**src/rtl/core/serial_receive_line_buffer_assert.svh**
```systemverilog
// assertion macros shared by the serial receive line buffer rtl
// no dependencies; included by modules that check their own logic
`ifndef SERIAL_RECEIVE_LINE_BUFFER_ASSERT_SVH
`define SERIAL_RECEIVE_LINE_BUFFER_ASSERT_SVH

// same-cycle implication, disabled during reset
`define SRLB_ASSERT_NOW(label, clk, rst, cond, prop) \
  label: assert property (@(posedge clk) disable iff (rst) (cond) |-> (prop)) \
    else $error("srlb assertion failed");

// next-cycle implication, disabled during reset
`define SRLB_ASSERT_NEXT(label, clk, rst, cond, prop) \
  label: assert property (@(posedge clk) disable iff (rst) (cond) |=> (prop)) \
    else $error("srlb assertion failed");

`endif

```
**src/rtl/core/srlb_pkg.sv**
```systemverilog
// shared constants and types for the serial receive line buffer
// no dependencies; used by serial_receive_line_buffer
package srlb_pkg;

  // default geometry of the line store
  localparam int LINE_LEN_DEFAULT  = 32;
  localparam int ROW_COUNT_DEFAULT = 4;

  // operation codes carried in s_tuser
  localparam logic [1:0] OP_RECEIVE = 2'd0;
  localparam logic [1:0] OP_READ    = 2'd1;
  localparam logic [1:0] OP_CLEAR   = 2'd2;
  localparam logic [1:0] OP_NONE    = 2'd3;

  localparam logic [7:0] LINEFEED = 8'h0A;

  // one result item
  typedef struct packed {
    logic [7:0] out_byte;
    logic       line_done;
    logic [1:0] done_row;
    logic       row_ready;
  } result_t;

endpackage

```
**src/rtl/core/srlb_ram.sv**
```systemverilog
// generic simple dual port ram, one write port, one registered read port
// no dependencies; instanced by serial_receive_line_buffer
module srlb_ram #(
  parameter int WIDTH = 8,
  parameter int DEPTH = 128
) (
  input  logic                     clk,
  input  logic                     wr_en,
  input  logic [$clog2(DEPTH)-1:0] wr_addr,
  input  logic [WIDTH-1:0]         wr_data,
  input  logic                     rd_en,
  input  logic [$clog2(DEPTH)-1:0] rd_addr,
  output logic [WIDTH-1:0]         rd_data
);

  logic [WIDTH-1:0] mem [DEPTH];

  // write port
  always_ff @(posedge clk) begin
    if (wr_en) begin
      mem[wr_addr] <= wr_data;
    end
  end

  // registered read, holds while not enabled
  always_ff @(posedge clk) begin
    if (rd_en) begin
      rd_data <= mem[rd_addr];
    end
  end

endmodule

```
**src/rtl/core/serial_receive_line_buffer.sv**
```systemverilog
// Serial receive line buffer: received bytes fill a ring of ROW_COUNT rows of LINE_LEN bytes
// in one ram; a row ends when full or on a linefeed (a leading linefeed is kept in the row
// when skip_leading_newline is 1), which sets the row's ready flag and moves to the next row.
// The next row reads back as zeros from then on through a per-row fill count, so no clearing
// pass is needed after reset or at a row change. One item is accepted every cycle unless the
// output stalls on m_tready; each gives one result via the ram read, then the output register.
// Depends on srlb_pkg, srlb_ram and serial_receive_line_buffer_assert.svh.
module serial_receive_line_buffer #(
  parameter int LINE_LEN  = srlb_pkg::LINE_LEN_DEFAULT,
  parameter int ROW_COUNT = srlb_pkg::ROW_COUNT_DEFAULT
) (
  input  logic        clk,
  input  logic        rst,
  // configuration: skip_leading_newline
  input  logic        cfg_we,
  input  logic        cfg_wdata,
  // input items
  input  logic        s_tvalid,
  output logic        s_tready,
  input  logic [15:0] s_tdata,   // [7:0] data_byte, [9:8] row_select, [14:10] column_select
  input  logic [1:0]  s_tuser,   // [1:0] opcode
  // result items
  output logic        m_tvalid,
  input  logic        m_tready,
  output logic [15:0] m_tdata,   // [7:0] out_byte, [9:8] done_row, [10] row_ready
  output logic        m_tlast    // line_done
);

  localparam int COL_W  = $clog2(LINE_LEN);
  localparam int ROW_W  = $clog2(ROW_COUNT);
  localparam int FILL_W = $clog2(LINE_LEN + 1);
  localparam int DEPTH  = ROW_COUNT * LINE_LEN;
  localparam int ADDR_W = $clog2(DEPTH);

  // control state
  logic                skip_leading_newline;
  logic [FILL_W-1:0]   row_fill [ROW_COUNT];
  logic [ROW_COUNT-1:0] ready_flags;
  logic [ROW_W-1:0]    write_row;
  logic [COL_W-1:0]    write_column;

  // pipeline state
  logic                v1;
  logic                mem_sel1;
  srlb_pkg::result_t   res1;
  logic                ov;
  srlb_pkg::result_t   ores;

  // decode
  logic              accept;
  logic              s1_move;
  logic [1:0]        op;
  logic [7:0]        in_byte;
  logic [1:0]        in_row;
  logic [4:0]        in_col;
  logic [ROW_W-1:0]  sel_idx;
  logic              sel_in_range;
  logic              end_row;
  logic [ROW_W-1:0]  next_row;
  logic [FILL_W-1:0] next_col;
  logic              read_hit;
  logic              rx_accept;
  logic [ADDR_W-1:0] wr_addr;
  logic [ADDR_W-1:0] rd_addr;
  logic [7:0]        ram_rdata;
  srlb_pkg::result_t res_next;

  assign op      = s_tuser;
  assign in_byte = s_tdata[7:0];
  assign in_row  = s_tdata[9:8];
  assign in_col  = s_tdata[14:10];

  // handshake: stage one drains into the output register, nothing taken in reset
  assign s1_move   = v1 && (!ov || m_tready);
  assign s_tready  = !rst && (!v1 || s1_move);
  assign accept    = s_tvalid && s_tready;
  assign rx_accept = accept && (op == srlb_pkg::OP_RECEIVE);

  // row end and pointer advance
  assign sel_idx      = ROW_W'(in_row);
  assign sel_in_range = int'(in_row) < ROW_COUNT;
  assign next_col     = FILL_W'(write_column) + 1'b1;
  assign end_row      = (write_column == COL_W'(LINE_LEN - 1)) ||
                        ((in_byte == srlb_pkg::LINEFEED) &&
                         ((write_column != '0) || !skip_leading_newline));
  assign next_row     = (write_row == ROW_W'(ROW_COUNT - 1)) ? '0 : write_row + 1'b1;

  // a stored byte is live only below the row's fill count
  assign read_hit = sel_in_range && (int'(in_col) < int'(row_fill[sel_idx]));
  assign wr_addr  = ADDR_W'(int'(write_row) * LINE_LEN + int'(write_column));
  assign rd_addr  = ADDR_W'(int'(sel_idx) * LINE_LEN + int'(in_col));

  srlb_ram #(
    .WIDTH (8),
    .DEPTH (DEPTH)
  ) u_line_store (
    .clk     (clk),
    .wr_en   (rx_accept),
    .wr_addr (wr_addr),
    .wr_data (in_byte),
    .rd_en   (accept && (op == srlb_pkg::OP_READ) && read_hit),
    .rd_addr (rd_addr),
    .rd_data (ram_rdata)
  );

  // result fields known at accept time
  always_comb begin
    res_next = '0;
    case (op)
      srlb_pkg::OP_RECEIVE: begin
        res_next.out_byte  = in_byte;
        res_next.line_done = end_row;
        res_next.done_row  = end_row ? 2'(write_row) : 2'd0;
        res_next.row_ready = ready_flags[write_row];
      end
      srlb_pkg::OP_READ, srlb_pkg::OP_CLEAR: begin
        res_next.row_ready = sel_in_range && ready_flags[sel_idx];
      end
      default: begin
        res_next = '0;
      end
    endcase
  end

  // configuration register
  always_ff @(posedge clk) begin
    if (rst) begin
      skip_leading_newline <= 1'b1;
    end else if (cfg_we) begin
      skip_leading_newline <= cfg_wdata;
    end
  end

  // write pointer, fill counts and ready flags
  always_ff @(posedge clk) begin
    if (rst) begin
      write_row    <= '0;
      write_column <= '0;
      ready_flags  <= '0;
      for (int i = 0; i < ROW_COUNT; i++) begin
        row_fill[i] <= '0;
      end
    end else if (accept) begin
      if (op == srlb_pkg::OP_RECEIVE) begin
        row_fill[write_row] <= next_col;
        if (end_row) begin
          ready_flags[write_row] <= 1'b1;
          row_fill[next_row]     <= '0;
          write_row              <= next_row;
          write_column           <= '0;
        end else begin
          write_column <= COL_W'(next_col);
        end
      end else if ((op == srlb_pkg::OP_CLEAR) && sel_in_range) begin
        ready_flags[sel_idx] <= 1'b0;
      end
    end
  end

  // stage one: waits for ram read data
  always_ff @(posedge clk) begin
    if (rst) begin
      v1 <= 1'b0;
    end else if (accept) begin
      v1 <= 1'b1;
    end else if (s1_move) begin
      v1 <= 1'b0;
    end
  end

  always_ff @(posedge clk) begin
    if (accept) begin
      res1     <= res_next;
      mem_sel1 <= (op == srlb_pkg::OP_READ) && read_hit;
    end
  end

  // output register
  always_ff @(posedge clk) begin
    if (rst) begin
      ov <= 1'b0;
    end else if (s1_move) begin
      ov <= 1'b1;
    end else if (m_tready) begin
      ov <= 1'b0;
    end
  end

  always_ff @(posedge clk) begin
    if (s1_move) begin
      ores <= '{out_byte:  (mem_sel1 ? ram_rdata : res1.out_byte),
                line_done: res1.line_done,
                done_row:  res1.done_row,
                row_ready: res1.row_ready};
    end
  end

  assign m_tvalid = ov;
  assign m_tdata  = {5'b0, ores.row_ready, ores.done_row, ores.out_byte};
  assign m_tlast  = ores.line_done;

  // checks
  `include "serial_receive_line_buffer_assert.svh"

  `SRLB_ASSERT_NOW(a_col_tracks_fill, clk, rst, 1'b1, FILL_W'(write_column) == row_fill[write_row])
  `SRLB_ASSERT_NEXT(a_row_end_advances, clk, rst, rx_accept && end_row, (write_column == '0) && ready_flags[$past(write_row)])
  `SRLB_ASSERT_NEXT(a_held_read_stable, clk, rst, v1 && !s1_move, $stable(ram_rdata) && v1)
  `SRLB_ASSERT_NOW(a_new_row_empty, clk, rst, write_column == '0, row_fill[write_row] == '0)

endmodule
```
**config.mk**
```make
export PLATFORM = sky130hd
export DESIGN_NAME = serial_receive_line_buffer
export DESIGN_NICKNAME = d
export VERILOG_FILES = /design/src/rtl/core/srlb_pkg.sv /design/src/rtl/core/srlb_ram.sv /design/src/rtl/core/serial_receive_line_buffer.sv
export VERILOG_INCLUDE_DIRS = /design/src /design/src/rtl/core
export SDC_FILE = /design/constraint.sdc
export NUM_CORES = 1
export LEC_CHECK = 0
export BUFFER_PORTS_ARGS = -buffer_cell sky130_fd_sc_hd__buf_2
export CAP_MARGIN = 20
export CORE_MARGIN = 3
export CORE_UTILIZATION = 55
export CTS_BUF_LIST = sky130_fd_sc_hd__clkbuf_2 sky130_fd_sc_hd__clkbuf_4 sky130_fd_sc_hd__clkbuf_8
export DETAILED_ROUTE_END_ITERATION = 8
export GPL_TIMING_DRIVEN = 0
export PLACE_DENSITY = 0.81
export REMOVE_ABC_BUFFERS = 1
export SKIP_LAST_GASP = 1
export SYNTH_ARGS = -nofsm -noshare
export SYNTH_HDL_FRONTEND = slang
export SYNTH_SLANG_ARGS = --single-unit
```
**constraint.sdc**
```tcl
create_clock -name clk -period 4.9 [get_ports clk]
set_input_delay 0 -clock clk [delete_from_list [all_inputs] [get_ports clk]]
set_output_delay 0 -clock clk [all_outputs]
set_load 0.005 [all_outputs]
```
[After elaboration in Yosys (flattened, before gate mapping)]
Memory sizes are Yosys's and may differ from the RTL's. A register that Yosys moved wholly into a read port is not among the register bits.
Cells that the tools add are included.
Storage, ports and cells
  register bits: 39
  memory bits (writable): 1048
  input bits: 24
  memories kept: 2
Operators by class
  $add $sub $neg: 4
  magnitude comparators: 5
  equality and inequality tests: 6
  muxes and demuxes: 38
  bitwise gates (word level): 3
  reduce and logical (&&, ||, !) cells: 30
Memory list
  u_line_store.mem: depth 128, width 8, read ports 1, clocked after Yosys merged registers in 1, wr ports 1, RTL line srlb_ram.sv:16  | logic [WIDTH-1:0] mem [DEPTH];
  row_fill: depth 4, width 6, read ports 1, clocked after Yosys merged registers in 0, wr ports 4, RTL line serial_receive_line_buffer.sv:37  | logic [FILL_W-1:0] row_fill [ROW_COUNT];
Operators with widths (count)
  1-bit 2-to-1 mux: 23
  7-bit by 5-bit adder with 7-bit output: 2
  4-bit 2-to-1 mux: 3
  6-bit 2-to-1 mux: 2
  6-bit OR reduction: 2
  1-bit logical AND: 10
  8-bit by 4-bit == test with 1-bit output, second input constant: 1
  8-bit 2-to-1 mux: 1
  5-bit by 1-bit adder with 6-bit output, second input constant: 1
  2-bit by 3-bit less-than comparator with 1-bit output, second input constant: 2
  5-bit by 6-bit less-than comparator with 1-bit output: 1
  2-bit 2-to-1 mux: 3
  3-bit AND reduction: 2
  2-bit nonzero test: 3
  5-bit == test, second input constant: 1
  5-bit 2-to-1 mux: 1
  5-bit nonzero test: 1
  4-bit AND: 1
  1-bit binary-select mux with 2-bit select: 2
  1-bit demux with 2-bit select: 2
  2-bit == test, second input constant: 2
  2-bit by 1-bit greater-or-equal comparator with 1-bit output, second input constant: 2
  1-bit logical NOT: 4
  1-bit logical OR: 4
  other kinds (9): 10

[Logic depth before layout (Yosys ltp)]
  depth after elaboration: 11
  gate-level depth with buffers: 10

[Cells and area by module]
A second synthesis with hierarchy kept.
Second synthesis, totals
  cell total of the unflattened synthesis: 1919
  area, all modules: 42942.4 µm²
Modules (own cells, without submodules)
  srlb_ram: instances 1, cells each 1635, area each 39745.6 µm², seq. area each 30989.7 µm²
  serial_receive_line_buffer: instances 1, cells each 284, area each 3196.8 µm², seq. area each 1511.4 µm²

[Worst setup path after synthesis]
OpenSTA, ideal clock, no wires.
  path kind: reg2reg
  start point: reg ov, in the netlist m_tvalid
  end point: mem u_line_store.mem[30][0] (enable)
  data arrival time: 1.816 ns
  data required time: 4.530 ns
  setup slack: 2.713 ns
  stages on the path, launching flop included: 7
  buffers on the path: 1
  path through: dfxtp_1 nand3b_1 nand3_1 nor2_1 nand3_1 clkbuf_1 nor2_1
Between the ends
  longest elaborated chain between the ends: 9
Ends and longest elaborated chain
  start: declaration: RTL line serial_receive_line_buffer.sv:46  | logic ov;
  start signal: assignment: RTL line serial_receive_line_buffer.sv:181  | ov <= 1'b0;
  start signal: assignment: RTL line serial_receive_line_buffer.sv:183  | ov <= 1'b1;
  start signal: assignment: RTL line serial_receive_line_buffer.sv:185  | ov <= 1'b0;
  1-bit logical NOT: RTL line serial_receive_line_buffer.sv:74  | assign s1_move = v1 && (!ov || m_tready);
  1-bit logical OR: RTL line serial_receive_line_buffer.sv:74
  1-bit logical AND: RTL line serial_receive_line_buffer.sv:74
  1-bit logical OR: RTL line serial_receive_line_buffer.sv:75  | assign s_tready = !rst && (!v1 || s1_move);
  1-bit logical AND: RTL line serial_receive_line_buffer.sv:75
  1-bit logical AND: RTL line serial_receive_line_buffer.sv:76  | assign accept = s_tvalid && s_tready;
  1-bit logical AND: RTL line serial_receive_line_buffer.sv:77  | assign rx_accept = accept && (op == srlb_pkg::OP_RECEIVE);
  1-bit 2-to-1 mux: RTL line srlb_ram.sv:20  | if (wr_en) begin
  1-bit 2-to-1 mux (not written as such): RTL line srlb_ram.sv:21  | mem[wr_addr] <= wr_data;
  end: declaration: RTL line srlb_ram.sv:16
Every way passes these cells.

[Worst setup path after layout]
  start point: reg write_column[0]
  end point: mem u_line_store.mem[31][3] (enable)
Between the ends
  longest elaborated chain between the ends: 1
Ends and longest elaborated chain
  start: declaration: RTL line serial_receive_line_buffer.sv:40  | logic [COL_W-1:0] write_column;
  start signal: assignment: RTL line serial_receive_line_buffer.sv:152  | write_column <= COL_W'(next_col);
  7-bit by 5-bit adder with 7-bit output: RTL line serial_receive_line_buffer.sv:90  | assign wr_addr = ADDR_W'(int'(write_row) * LINE_LEN + int'(write_column));
Every way passes these cells.

==> flow_summary.toml <==
[logic_synthesis]
synth_edf_count = 1057
synthSimpleGateAreaFrac_pct = 3.242
ys_warn_count = 0
synthXorXnorAreaFrac_pct = 0.04081
synth_mux_area_share_pct = 15.76
synth.avg_cell_area_um2 = 20.73
yosysUniqueCellTypes = 56
synth_area_leaders = "edfxtp_1 (74%), mux4_2 (14%), dfxtp_1 (1.8%), mux2i_1 (1.7%), nor2_1 (1.3%)"
synth_ff_type = "edfxtp_1"
synth_top_area_share_pct = 73.95
synth_top_family_by_area = "multiplexers"
synth_seq_cells = 1095
synth_compound_area_share_pct = 3.005
synthCells = 2071
synth_fa_ha_area_share_pct = 0.5247
yosysSeqAreaShare_pct = 75.72
synthesis.area_mm2 = 0.04292
synth_largest_area_cell = "edfxtp_1"
synth-async-reset-ratio_pct = 0

[floorplan]
die_h_um = 285.4
boundaryPins = 43
die_area_mm2 = 0.08143
num_rows = 101
coreArea_mm2 = 0.07658
initial_utilization_pct = 56.05
die_x_um = 285.4

[placed_design]
io_buffer_count = 36
dp_cells = 3045
dp_slack_ns = 0.8331
hpwl_um = 58670
place_congestion = 0.8282

[cells_and_area]
final_net_count = 2251
nFillCells = 4960
final_cell_count_no_fill = 3360
final_common_cell = "edfxtp_1"
area_growth_syn_to_layout_pct = 11.40
fin_util_pct = 62.44
antennaDiodeCount = 0
final_cell_mix = "edfxtp_1 (1057), mux4_2 (264), clkbuf_8 (170)"
drive_above_1_share_pct = 25.75

[global_route]
track_usage_pct = 24.23
grt_max_degree = 106
grt_pass1_wl_um = 145500
overflow = 0
grt_pass1_vias = 22354
antenna_found_initial = 2

[clock_network]
clkSinkCount = 1095
cts_resized = 0
cts_max_level = 4
cts_made_buffers = 165
tritoncts = "done"
clk_pin_slew_worst_paths_ns = 0.07
clock_latency_ns = 0.83
clock_path_buffers = 3
cts-root-buf = "clkbuf_8"

[power]
pwr-share-comb_pct = 4.8
ir_drop_v = 0.0002736
p_int_uw = 14280
p_seq_share_pct = 56.4
p_total_uw = 18220
swShare_pct = 21.64
clockPowerShare_pct = 38.8
p_sw_uw = 3943
p_leak_uw = 0.01513
power_density_mw_per_mm2 = 381.1

[sta]
setup_viol = 0
fin_crit_ns = 3.666
clock_skew_ns = 0.04479
slew_violations = 0
rsz0062_at_grt = "no"
worstMarginPinSlew_ns = 1.210
max_slew_margin_pct = 19.28
period_share_pct = 74.81
hold_viol = 0
finalWorstSetupSlack_ns = 1.234
timing.fmax_mhz = 272.8
fin_hold_ws_ns = 0.1456

[worst_setup_path]
worstSetupPathType = "reg -> reg"
crit_path_end_kind = "flop"
path_max_fanout = 10
arrival_ns = 4.09
cp_data_required_time_ns = 5.32
cp-start-kind = "flop"

[drt]
drc = 0
top_layer_used = "met5"
via_per_inst = 6.502
first_pass_iters = 6
wl_per_cell_um = 28.83
drt_iter0_markers = 2983
dr_total_vias = 21846
drt-total-wl_um = 96850
ant_nets = 0
wl_met3_um = 10860
wirelength_met1_um = 35710
dr_wl_met2_um = 46560

[run]
maxCapViolCount = 0

[status]
status = "complete, no violations"

[hold_path]
worst_hold_path_type = "in -> reg"
==> repair_timing <==
| action | CTS | global route |
|---|---|---|
| endpoints found under the hold margin | 812 | 0 |
| hold buffers | 25 | 0 |
| buffers inserted | 0 | 0 |
==> stage by stage <==
stage	area, um^2	setup TNS, ns
after floorplan	42260	0
after global placement	43730	-69.72
after detailed placement	44440	0
after CTS	47800	0
after global routing	47820	0
final	47820	0
==> routing by layer <==
layer / GRT usage [%] / vias to the layer above
li1: - / 8885
met1: 33.47 / 11167
met3: 6.315 / 265
met5: 0 / -
met4: 9.519 / 4
met2: 37.54 / 1525
==> kinds of logic after synthesis <==
group,after synthesis
other cells,1
xor+xnor,2
mux,345
fa+ha+maj,18
buf+inv,133
compound gates,175
flops,1095
simple gates,302
==> power groups by stage <==
stage	sequential, uW	combinational (uW)	clock [uW]
after floorplan	10500	342	0
after global placement	10500	877	0
after detailed placement	10500	847	0
after CTS	10300	865	7150
after global routing	10300	915	7560
final	10300	866	7080
==> final timing paths <==
| kind | start | end | slack (ns) | cells after the start |
|---|---|---|---|---|
| worst min register to register | res1[0] | m_tdata[10] | 0.42 | 0 |
| worst max-delay path | write_column[0] | u_line_store.mem[31][3] | 1.23 | 5 |
| worst max register to register | write_column[0] | u_line_store.mem[31][3] | 1.23 | 5 |
| worst min-delay path | s_tdata[8] | ready_flags[1] | 0.15 | 3 |
==> worst max-delay path, stage by stage, from the launching register on <==
cell and delay (ns):
dfxtp_1 0.55, and3_1 0.29, nand4_1 0.59, buf_16 0.41, nor2_1 0.80, and2_1 0.60
==> flip-flops by register name (all words and copies together) (netlist names) <==
name,cells
write_column,5
mem_sel1,1
m_tlast,1
u_line_store.rd_data,8
u_line_store.mem,1024
skip_leading_newline,1
row_fill,24
m_tdata,11
ready_flags,4
v1,1
res1,12
m_tvalid,1
write_row,2
==> final cells by class <==
class	count	area (um^2)	share of cell area, %
timing repair buffer	87	1145	2.394
inverter	13	48.80	0.1021
clock buffer	222	2730	5.710
clock inverter	66	374.1	0.7824
sequential	1095	32500	67.97
multi-input combinational	847	9728	20.34
tap	1030	1289	2.695
==> synth_stat cells (5+ instances only) <==
cell type,n
a211oi_1,6
o221ai_1,27
a22o_1,8
mux2_2,8
and3_1,5
a221oi_1,21
mux4_2,264
inv_1,13
and2_1,16
edfxtp_1,1057
o2111ai_1,10
a221o_1,5
o21ai_1,12
nor2_1,143
or3b_2,8
nor2b_1,14
o21ai_0,12
buf_6,13
buf_4,22
ha_1,18
nand2_1,68
clkbuf_1,44
buf_2,38
a21oi_1,36
nand3_1,15
dfxtp_1,38
a22oi_1,19
nand3b_1,15
nand4_1,5
mux2i_1,73
(Power assumes the default switching activity.)
